--- src/rtl/aabb_any_overlap_query_assert.svh ---
// Assertion macros used by aabb_any_overlap_query.sv.
`ifndef AABB_ANY_OVERLAP_QUERY_ASSERT_SVH
`define AABB_ANY_OVERLAP_QUERY_ASSERT_SVH

// same-cycle implication, disabled while in reset
`define AOQ_ASSERT_IMP(label, ante, cons) \
  label: assert property (@(posedge clk_i) disable iff (!rst_ni) (ante) |-> (cons)) \
    else $error("aoq assertion failed");

// next-cycle implication, disabled while in reset
`define AOQ_ASSERT_NXT(label, ante, cons) \
  label: assert property (@(posedge clk_i) disable iff (!rst_ni) (ante) |=> (cons)) \
    else $error("aoq assertion failed");

`endif

--- src/rtl/aoq_pkg.sv ---
package aoq_pkg;

  localparam int unsigned CFG_W   = 7;
  localparam int unsigned SLOT_W  = 6;
  localparam int unsigned FIELD_W = 32;

  localparam int unsigned MAX_OBSTACLES_DEF = 64;
  localparam int unsigned COORD_BITS_DEF    = 32;

  localparam logic MODE_LOAD  = 1'b0;
  localparam logic MODE_QUERY = 1'b1;

  typedef enum logic {
    ST_IDLE,
    ST_RUN
  } aoq_state_e;

endpackage

--- src/rtl/aoq_cmp.sv ---
module aoq_cmp
  import aoq_pkg::*;
#(
  parameter int unsigned COORD_BITS = COORD_BITS_DEF
) (
  input  logic [6*COORD_BITS-1:0] probe_i,
  input  logic [6*COORD_BITS-1:0] obst_i,
  output logic                    touch_o
);

  // box layout: min x,y,z in the low three lanes, max x,y,z in the upper three
  logic [2:0] axis_ok;

  always_comb begin
    for (int k = 0; k < 3; k++) begin
      axis_ok[k] =
        ($signed(probe_i[k*COORD_BITS +: COORD_BITS]) <=
         $signed(obst_i[(3+k)*COORD_BITS +: COORD_BITS])) &&
        ($signed(probe_i[(3+k)*COORD_BITS +: COORD_BITS]) >=
         $signed(obst_i[k*COORD_BITS +: COORD_BITS]));
    end
  end

  assign touch_o = &axis_ok;

endmodule

--- config.mk ---
export PLATFORM = sky130hd
export DESIGN_NAME = aoq_cmp
export DESIGN_NICKNAME = d
export VERILOG_FILES = /design/src/rtl/aabb_any_overlap_query_assert.svh /design/src/rtl/aoq_pkg.sv /design/src/rtl/aoq_cmp.sv
export SDC_FILE = /design/constraint.sdc
export NUM_CORES = 1
export LEC_CHECK = 0
export ABC_AREA = 0
export BUFFER_PORTS_ARGS = -buffer_cell sky130_fd_sc_hd__buf_2
export CAP_MARGIN = 0
export CORE_AREA = 5 5 147 149
export DETAILED_ROUTE_END_ITERATION = 6
export DIE_AREA = 0 0 152 154
export GPL_ROUTABILITY_DRIVEN = 0
export GPL_TIMING_DRIVEN = 0
export PLACE_DENSITY = 0.57
export SYNTH_ARGS = -nofsm -noshare
export SYNTH_HDL_FRONTEND = slang
export SYNTH_SLANG_ARGS = --single-unit
export TNS_END_PERCENT = 20
--- constraint.sdc ---
create_clock -name vclk -period 4.44
set_clock_uncertainty 0.15 [all_clocks]
set_input_delay 0.222 -clock vclk [all_inputs]
set_output_delay 0.222 -clock vclk [all_outputs]
set_load 0.02 [all_outputs]
# [Word-level counts from Yosys, hierarchy flattened]
# Index checks and enable logic that the tools add are counted.
[totals] output_inout_bits=1 reg_bits=0
[classes] order_cmp=6 reduce_logical=4
[ops] cell=">= comparator 32 bit" n=3
[ops] cell="<= comparator 32 bit" n=3
[ops] cell="logical AND 1 bit" n=3
[ops] cell="AND reduction 3 bit" n=1

# [Depth between registers and ports, before layout]
# Gate-level depths: netlist (run 1).
[logic_depth] word_depth=3 mapped_depth=9 mapped_depth_nobuf=9

# [Least setup slack after synthesis (run 1)]
# Ideal clock, no wire load.
[synth_timing] path_type="input-to-output" start="input port obst_i[127]" end="output port touch_o" path_stages=9 arrival_time_ns=2.728 setup_slack_ns=1.340 path_cell_list="inv_1 > ha_1 > nand4_1 > or3_1 > or3_1 > or4_1 > o221ai_1 > nand4_1 > nor4b_2"
[synth_via] elab_chain_cells=3
[synth_rtl] element="start, declared" line_no="aoq_cmp.sv:7" rtl="input logic [6*COORD_BITS-1:0] obst_i,"
[synth_rtl] element="<= comparator 32 bit" line_no="aoq_cmp.sv:17" rtl="($signed(probe_i[k*COORD_BITS +: COORD_BITS]) <="
[synth_rtl] element="logical AND 1 bit" line_no="aoq_cmp.sv:18" rtl="$signed(obst_i[(3+k)*COORD_BITS +: COORD_BITS])) &&"
[synth_rtl] element="AND reduction 3 bit" line_no="aoq_cmp.sv:24" rtl="assign touch_o = &axis_ok;"
[synth_rtl] element="end, declared" line_no="aoq_cmp.sv:8" rtl="output logic touch_o"
# No other way between the ends.

# [Worst setup path in the final report (run 1)]
[layout_timing] start="input port obst_i[182]" end="output port touch_o"
# Same word-level chain as after synthesis.

==> flow_metrics.tcl, run 1 <==
set metrics [dict create \
    status "finished clean" \
    wl_per_cell_um 13.7 \
    synthCells 687 \
    whs_path_depth 5 \
    flops_and_latches 0 \
    hold_end "touch_o" \
    groute.usage.overall_pct 14.5 \
    place_hpwl_mm 18.1 \
    hold_buffers 0 \
    crit_buf_inv 3 \
    grt_max_degree 5 \
    power.density_nw_per_um2 79.6 \
    arrival_ns 3.07 \
    drv_slew 0 \
    cts_setup_buffers 0 \
    die_width_um 152 \
    core-area_um2 20000 \
    portBuffers 385 \
    period_share_pct 77.5 \
    tns_ns 0 \
    regArea_um2 0 \
    avgSynthCellArea_um2 7.12 \
    grt_first_pass_wirelength_mm 28.5 \
    setup_violations 0 \
    rows 52 \
    num-clock-buffers 0 \
    num_vias 5933 \
    hold_violations 0 \
    critPathMaxFanout 3 \
    synth_top_area_share_pct 49.1 \
    critPathTopFamily "simple AND/OR/NAND/NOR gates" \
    synth_fp_nets 1263 \
    io_pins 385 \
    irDropWorstVdd_mv 0.0330 \
    synth_area_leaders "ha_1, inv_1, a21oi_1" \
    drive_gt1_share_pct 36.2 \
    max_freq_ghz 0.291 \
    grt_antenna_before_repair 0 \
    critPathKind "in2out" \
    die_h_um 154 \
    fillerInstances 2237 \
    nets 1650 \
    max-cap-violations 0 \
    min_from "probe_i[127]" \
    rsz0062_at_grt "no" \
    initial_core_util_pct 24.4 \
    synth_cell_type_count 40 \
    syn2layout_area_growth_pct 46.3 \
    cp.required_ns 4.07 \
    cp-start-kind "primary input" \
    ant_nets 0 \
    die-area_um2 23400 \
    maxSlewHeadroom_pct 57.6 \
    path_cells "buf_2 > inv_1 > ha_1 > nand4_1 > nor4_1 > or4b_1 > or3_1 > o311ai_0 > nand4_1 > nor4b_2 > buf_2" \
    hp-class "in2out" \
    synth_area_leader_cell "ha_1" \
    grt_pass1_vias 6034 \
    final_cell_mix "buf_2, inv_1, ha_1, a21oi_1, nand4_1" \
    yosysWarnings 0 \
    placedInstanceArea_um2 7160 \
    synth_area_um2 4890 \
    vias_per_cell 4.42 \
    diodes 0 \
    end_kind "primary output" \
    drt_iter0_markers 142 \
    worst_pin_slew_ns 0.631 \
    overflow 0 \
    max_stage_delay_ns 0.54 \
    wl_mm 18.4 \
    post_cts_resized 0 \
    synth-seq-area-share_pct 0 \
    p_leak_nw 4.70 \
    drc 0 \
    finish.instance_area_um2 7160 \
    cp_slowest_cell "nor4_1" \
    dr.pass1.iters 4 \
    finalCriticalPeriod_ns 3.44 \
    final_common_cell "buf_2" \
]
-- power by group --
| part | switching, mW | internal, mW | total (mW) |
|---|---|---|---|
| Combinational | 0.272 | 0.298 | 0.570 |
| Clock | 0 | 0 | 0 |
| Sequential | 0 | 0 | 0 |
| Total | 0.272 | 0.298 | 0.570 |
-- logic make-up (layout without fill, tap and decap cells) --
kind of cell / count (synthesis) / count (layout) / share of synthesized area [%]
buf+inv: 202 / 587 / 15.5
fa+ha+maj: 192 / 192 / 49.1
mux: 1 / 1 / 0.205
simple gates: 129 / 129 / 14.5
compound gates: 163 / 163 / 20.7
-- per-layer routing --
metal / vias up / GRT usage [%] / wire length (µm)
li1: 3178 / - / -
met1: 2504 / 16.6 / 7480
met2: 237 / 27.9 / 9310
met3: 14 / 3.29 / 1400
met4: 0 / 1.88 / 256
met5: - / 0 / 0
-- Yosys cell counts (2+ instances only) --
master	instances
nor4_1	5
nor2b_1	6
a2bb2oi_1	2
a31oi_1	3
or3_1	6
a221oi_1	5
ha_1	192
inv_1	202
nand2_1	38
a21oi_1	69
nand4_1	39
o221ai_1	2
o31ai_1	2
or4_1	6
nor3_1	3
a21o_1	29
a211oi_1	6
o21ai_0	25
nand3_1	8
o211ai_1	5
and4_1	4
nor2_1	8
o21a_1	3
a2111o_1	3
-- how the worst max path moves through the flow --
stage	start	endpoint	slack (ns)	cells past startpoint
6_report	obst_i[182]	touch_o	1.0	11
5_1_grt	obst_i[182]	touch_o	0.69	11
4_1_cts	obst_i[182]	touch_o	0.84	11
3_5_place_dp	obst_i[182]	touch_o	0.85	11
2_1_floorplan	obst_i[127]	touch_o	1.34	9
3_3_place_gp	obst_i[182]	touch_o	0.91	11
-- per-stage QoR --
| step | utilization (%) | hold slack, ns | power [mW] | setup WS (ns) | cells |
|---|---|---|---|---|---|
| 6_report | 35.7 | 1.05 | 0.570 | 0.998 | 1342 |
| 5_1_grt | 35.7 | 1.11 | 0.668 | 0.693 | 1342 |
| 4_1_cts | 35.7 | 1.07 | 0.582 | 0.845 | 1342 |
| 3_5_place_dp | 35.7 | 1.07 | 0.577 | 0.847 | 1342 |
| 3_3_place_gp | 35.7 | 1.07 | 0.569 | 0.913 | 1342 |
| 2_1_floorplan | - | 0.725 | 0.308 | 1.34 | 687 |
-- cell type report --
cell class / instances / area (µm²) / share of cell area, %
tap: 270 / 338 / 4.72
inverter: 202 / 758 / 10.6
multi-input combinational: 485 / 4140 / 57.8
timing repair buffer: 385 / 1930 / 26.9
Power figures use the tool's default switching activity.
==> run 2: changes to the inputs <==
==> constraint.sdc (replaced) <==
create_clock -name vclk -period 3.23
set_clock_uncertainty 0.15 [all_clocks]
set_input_delay 0.1615 -clock vclk [all_inputs]
set_output_delay 0.1615 -clock vclk [all_outputs]
set_load 0.02 [all_outputs]
==> run 2 against run 1 <==
Die area did not move; power is 42% higher; critical path depth is the same; largest cell class unchanged.
==> flow_metrics.tcl, run 2 (synthesized netlist as in run 1, its figures left out) <==
set metrics [dict create \
    status "finished clean" \
    drive_gt1_share_pct 38.1 \
    drv_slew 0 \
    rows 52 \
    grt_antenna_before_repair 0 \
    syn2layout_area_growth_pct 50.1 \
    hold_violations 0 \
    wl_per_cell_um 13.9 \
    wl_mm 18.7 \
    power.density_nw_per_um2 110 \
    num_vias 5974 \
    final_common_cell "buf_2" \
    num-clock-buffers 0 \
    regArea_um2 0 \
    cp-start-kind "primary input" \
    fillerInstances 2221 \
    flops_and_latches 0 \
    final_cell_mix "buf_2, inv_1, ha_1, a21oi_1, nand4_1" \
    die_width_um 152 \
    ant_nets 0 \
    setup_violations 0 \
    hold_buffers 0 \
    worst_slack_ns 0.113 \
    groute.usage.overall_pct 14.5 \
    portBuffers 385 \
    grt_max_degree 5 \
    cp.required_ns 2.92 \
    place_hpwl_mm 18.1 \
    cp_slowest_cell "or4_4" \
    grt_first_pass_wirelength_mm 28.5 \
    p_leak_nw 4.74 \
    io_pins 385 \
    pre_cts_ws_ns -0.242 \
    initial_core_util_pct 24.4 \
    die-area_um2 23400 \
    max-cap-violations 0 \
    end_kind "primary output" \
    irDropWorstVdd_mv 0.0432 \
    core-area_um2 20000 \
    drc 0 \
    path_cells "buf_2 > inv_2 > ha_4 > nand4_1 > or3_4 > or3_4 > or4_4 > o221ai_2 > nand4_1 > nor4b_2 > buf_4" \
    final_util_pct 36.7 \
    critPathKind "in2out" \
    max_freq_ghz 0.321 \
    maxSlewHeadroom_pct 71.5 \
    vias_per_cell 4.44 \
    max_stage_delay_ns 0.52 \
    overflow 0 \
    drt_iter0_markers 157 \
    dr.pass1.iters 4 \
    die_h_um 154 \
    nets 1652 \
    period_share_pct 96.5 \
    critPathMaxFanout 2 \
    grt_pass1_vias 6043 \
    hp-class "in2out" \
    worst_pin_slew_ns 0.424 \
    arrival_ns 2.81 \
    diodes 0 \
    tns_ns 0 \
    finalCriticalPeriod_ns 3.12 \
]
[run 2: per-stage QoR]
step	hold WS [ns]	power (mW)	cells	area, µm²
after CTS	0.941	0.807	1344	7210
after global placement	0.953	0.783	1342	7160
after detailed placement	0.946	0.794	1342	7160
after global routing	0.923	0.946	1344	7340
final	0.872	0.811	1344	7340
after floorplan	0.604	0.423	687	4890
[run 2: area by class of cell]
type / instances / area (µm²) / area share, %
inverters: 202 / 758 / 10.3
well taps: 270 / 338 / 4.60
multi-input cells: 485 / 4270 / 58.1
repair buffers: 387 / 1980 / 26.9
[run 2: metal layers]
layer  track usage [%]  vias to the layer above  routed length, µm
met5                 0                        -                  0
met4              1.88                        0                278
met3              3.29                       16               1420
met2              27.9                      246               9450
met1              16.6                     2533               7510
li1                  -                     3179                  -
[run 2: critical path: cells and delay by family]
| family | cells | cell delay (ns) |
|---|---|---|
| buf+inv | 3 | 0.31 |
| fa+ha+maj | 1 | 0.25 |
| simple gates | 6 | 1.90 |
| compound gates | 1 | 0.17 |
[run 2: path summary, 6_finish.rpt]
path	cells past startpoint	end	start
max	11	touch_o	obst_i[126]
min	6	touch_o	probe_i[31]
[run 2: what timing repair did]
action,CTS,global route
setup endpoints to repair,1,1
pin swaps,6,14
resized for setup,5,24
buffers inserted,2,0
[run 2: where the power goes]
group	switching [mW]	internal (mW)	leakage, nW
logic	0.386	0.425	4.74
registers	0	0	0
clock network	0	0	0
==> run 3: changes to the inputs <==
--- a/config.mk
+++ b/config.mk
@@ -8,12 +8,12 @@
 export ABC_AREA = 0
 export BUFFER_PORTS_ARGS = -buffer_cell sky130_fd_sc_hd__buf_2
 export CAP_MARGIN = 0
-export CORE_AREA = 5 5 147 149
+export CORE_AREA = 5 5 146 148
 export DETAILED_ROUTE_END_ITERATION = 6
-export DIE_AREA = 0 0 152 154
+export DIE_AREA = 0 0 151 153
 export GPL_ROUTABILITY_DRIVEN = 0
 export GPL_TIMING_DRIVEN = 0
-export PLACE_DENSITY = 0.57
+export PLACE_DENSITY = 0.6
 export SYNTH_ARGS = -nofsm -noshare
 export SYNTH_HDL_FRONTEND = slang
 export SYNTH_SLANG_ARGS = --single-unit
==> constraint.sdc (replaced) <==
create_clock -name vclk -period 2.7
set_clock_uncertainty 0.15 [all_clocks]
set_input_delay 0.135 -clock vclk [all_inputs]
set_output_delay 0.135 -clock vclk [all_outputs]
set_load 0.02 [all_outputs]
==> run 3 against run 2 <==
The run now ends with negative setup slack left; critical path depth did not move; hold slack barely moved; non-clock buffer count rose by 5; routed wire length fell by 1.5%; largest power group unchanged.
==> flow_metrics.tcl, run 3 (synthesized netlist as in run 1, its figures left out) <==
set metrics [dict create \
    status "finished with violations" \
    failed_checks "negative setup slack" \
    hold_violations 0 \
    drc 0 \
    initial_core_util_pct 24.6 \
    dr.pass1.iters 4 \
    max_freq_ghz 0.338 \
    grt_antenna_before_repair 2 \
    irDropWorstVdd_mv 0.0549 \
    place_hpwl_mm 17.5 \
    die_h_um 153 \
    worst_slack_ns -0.255 \
    p_leak_nw 4.79 \
    grt_pass1_vias 6049 \
    max-cap-violations 0 \
    dp.cells 1342 \
    power.density_nw_per_um2 132 \
    crit_buf_inv 3 \
    critPathMaxFanout 2 \
    overflow 0 \
    final_common_cell "buf_2" \
    nets 1657 \
    portBuffers 385 \
    wl_per_cell_um 13.6 \
    final_cell_mix "buf_2, inv_1, ha_1, a21oi_1, nand4_1" \
    critPathKind "in2out" \
    path_cells "buf_6 > inv_4 > ha_4 > nand4_1 > nor4_4 > or4b_4 > or3_4 > o311ai_4 > nand4_1 > nor4b_4 > buf_6" \
    cp-start-kind "primary input" \
    syn2layout_area_growth_pct 55.0 \
    cp.required_ns 2.41 \
    hp-class "in2out" \
    arrival_ns 2.67 \
    drt_iter0_markers 120 \
    setup_violations 1 \
    grt_first_pass_wirelength_mm 27.6 \
    die_width_um 151 \
    fin_cells 1350 \
    maxSlewHeadroom_pct 72.0 \
    die-area_um2 23100 \
    end_kind "primary output" \
    worst_pin_slew_ns 0.416 \
    hold_buffers 0 \
    max_stage_delay_ns 0.50 \
    drive_gt1_share_pct 39.6 \
    pre_cts_ws_ns -0.491 \
    grt_max_degree 5 \
    io_pins 385 \
    rsz0062_at_grt "yes" \
    core-area_um2 19900 \
    groute.usage.overall_pct 14.4 \
    totalPowerFinal_mw 1.00 \
    wl_mm 18.4 \
    critPathTopFamily "simple AND/OR/NAND/NOR gates" \
    num-clock-buffers 0 \
    ant_nets 0 \
    finalCriticalPeriod_ns 2.96 \
    regArea_um2 0 \
    vias_per_cell 4.46 \
    multi_input_area_um2 4390 \
    flops_and_latches 0 \
    fillerInstances 2165 \
    period_share_pct 109 \
    rows 52 \
    num_vias 6025 \
    cp_slowest_cell "or4b_4" \
    drv_slew 0 \
]
[run 3: cell count changes in the layout (fill, tap and decap cells not counted), moves of 3 or more]
cell and delta:
ha_4 +7, inv_1 -4, ha_1 -7, buf_4 +3, inv_4 +3, buf_2 -10, buf_6 +12
[run 3: worst paths after layout]
path	startpoint	to	cells past startpoint	slack, ns
setup / recovery	obst_i[183]	touch_o	11	-0.26
hold / removal	probe_i[31]	touch_o	7	0.87
[run 3: stage by stage]
step | cell area [µm²] | utilization, % | setup TNS (ns) | hold WS, ns
detailed placement | 7180 | 36.1 | -0.491 | 0.900
finish | 7580 | 38.1 | -0.255 | 0.872
global placement | 7180 | 36.1 | -0.485 | 0.901
global route | 7580 | 38.1 | -0.390 | 0.935
CTS | 7300 | 36.7 | -0.396 | 0.956
floorplan | 4910 | - | 0 | 0.516
[run 3: layout make-up]
class | instances | share of cell area, %
Multi-Input combinational cell | 485 | 57.9
Timing Repair Buffer | 392 | 27.5
Inverter | 202 | 10.1
Tap cell | 270 | 4.45
Antenna cell | 1 | 0.0330
[run 3: repair_timing]
action	CTS	global route
cloned	0	0
setup endpoints to repair	1	1
buffers inserted	2	5
resized for setup	18	38
pin swaps	13	19
[run 3: per-layer routing]
layer  wire [µm]  track usage [%]  vias up
met2        9210             27.4      241
met1        7140             17.0     2574
met4         303             2.12        0
met3        1740             2.61       18
li1            -                -     3192
met5           0                0        -
[run 3: where the power goes]
part | leakage [nW] | switching [mW] | internal [mW] | total, mW
Sequential | 0 | 0 | 0 | 0
Combinational | 4.79 | 0.466 | 0.537 | 1.00
Clock | 0.00000634 | 0 | 0.0000000497 | 0.0000000497
Total | 4.79 | 0.466 | 0.537 | 1.00
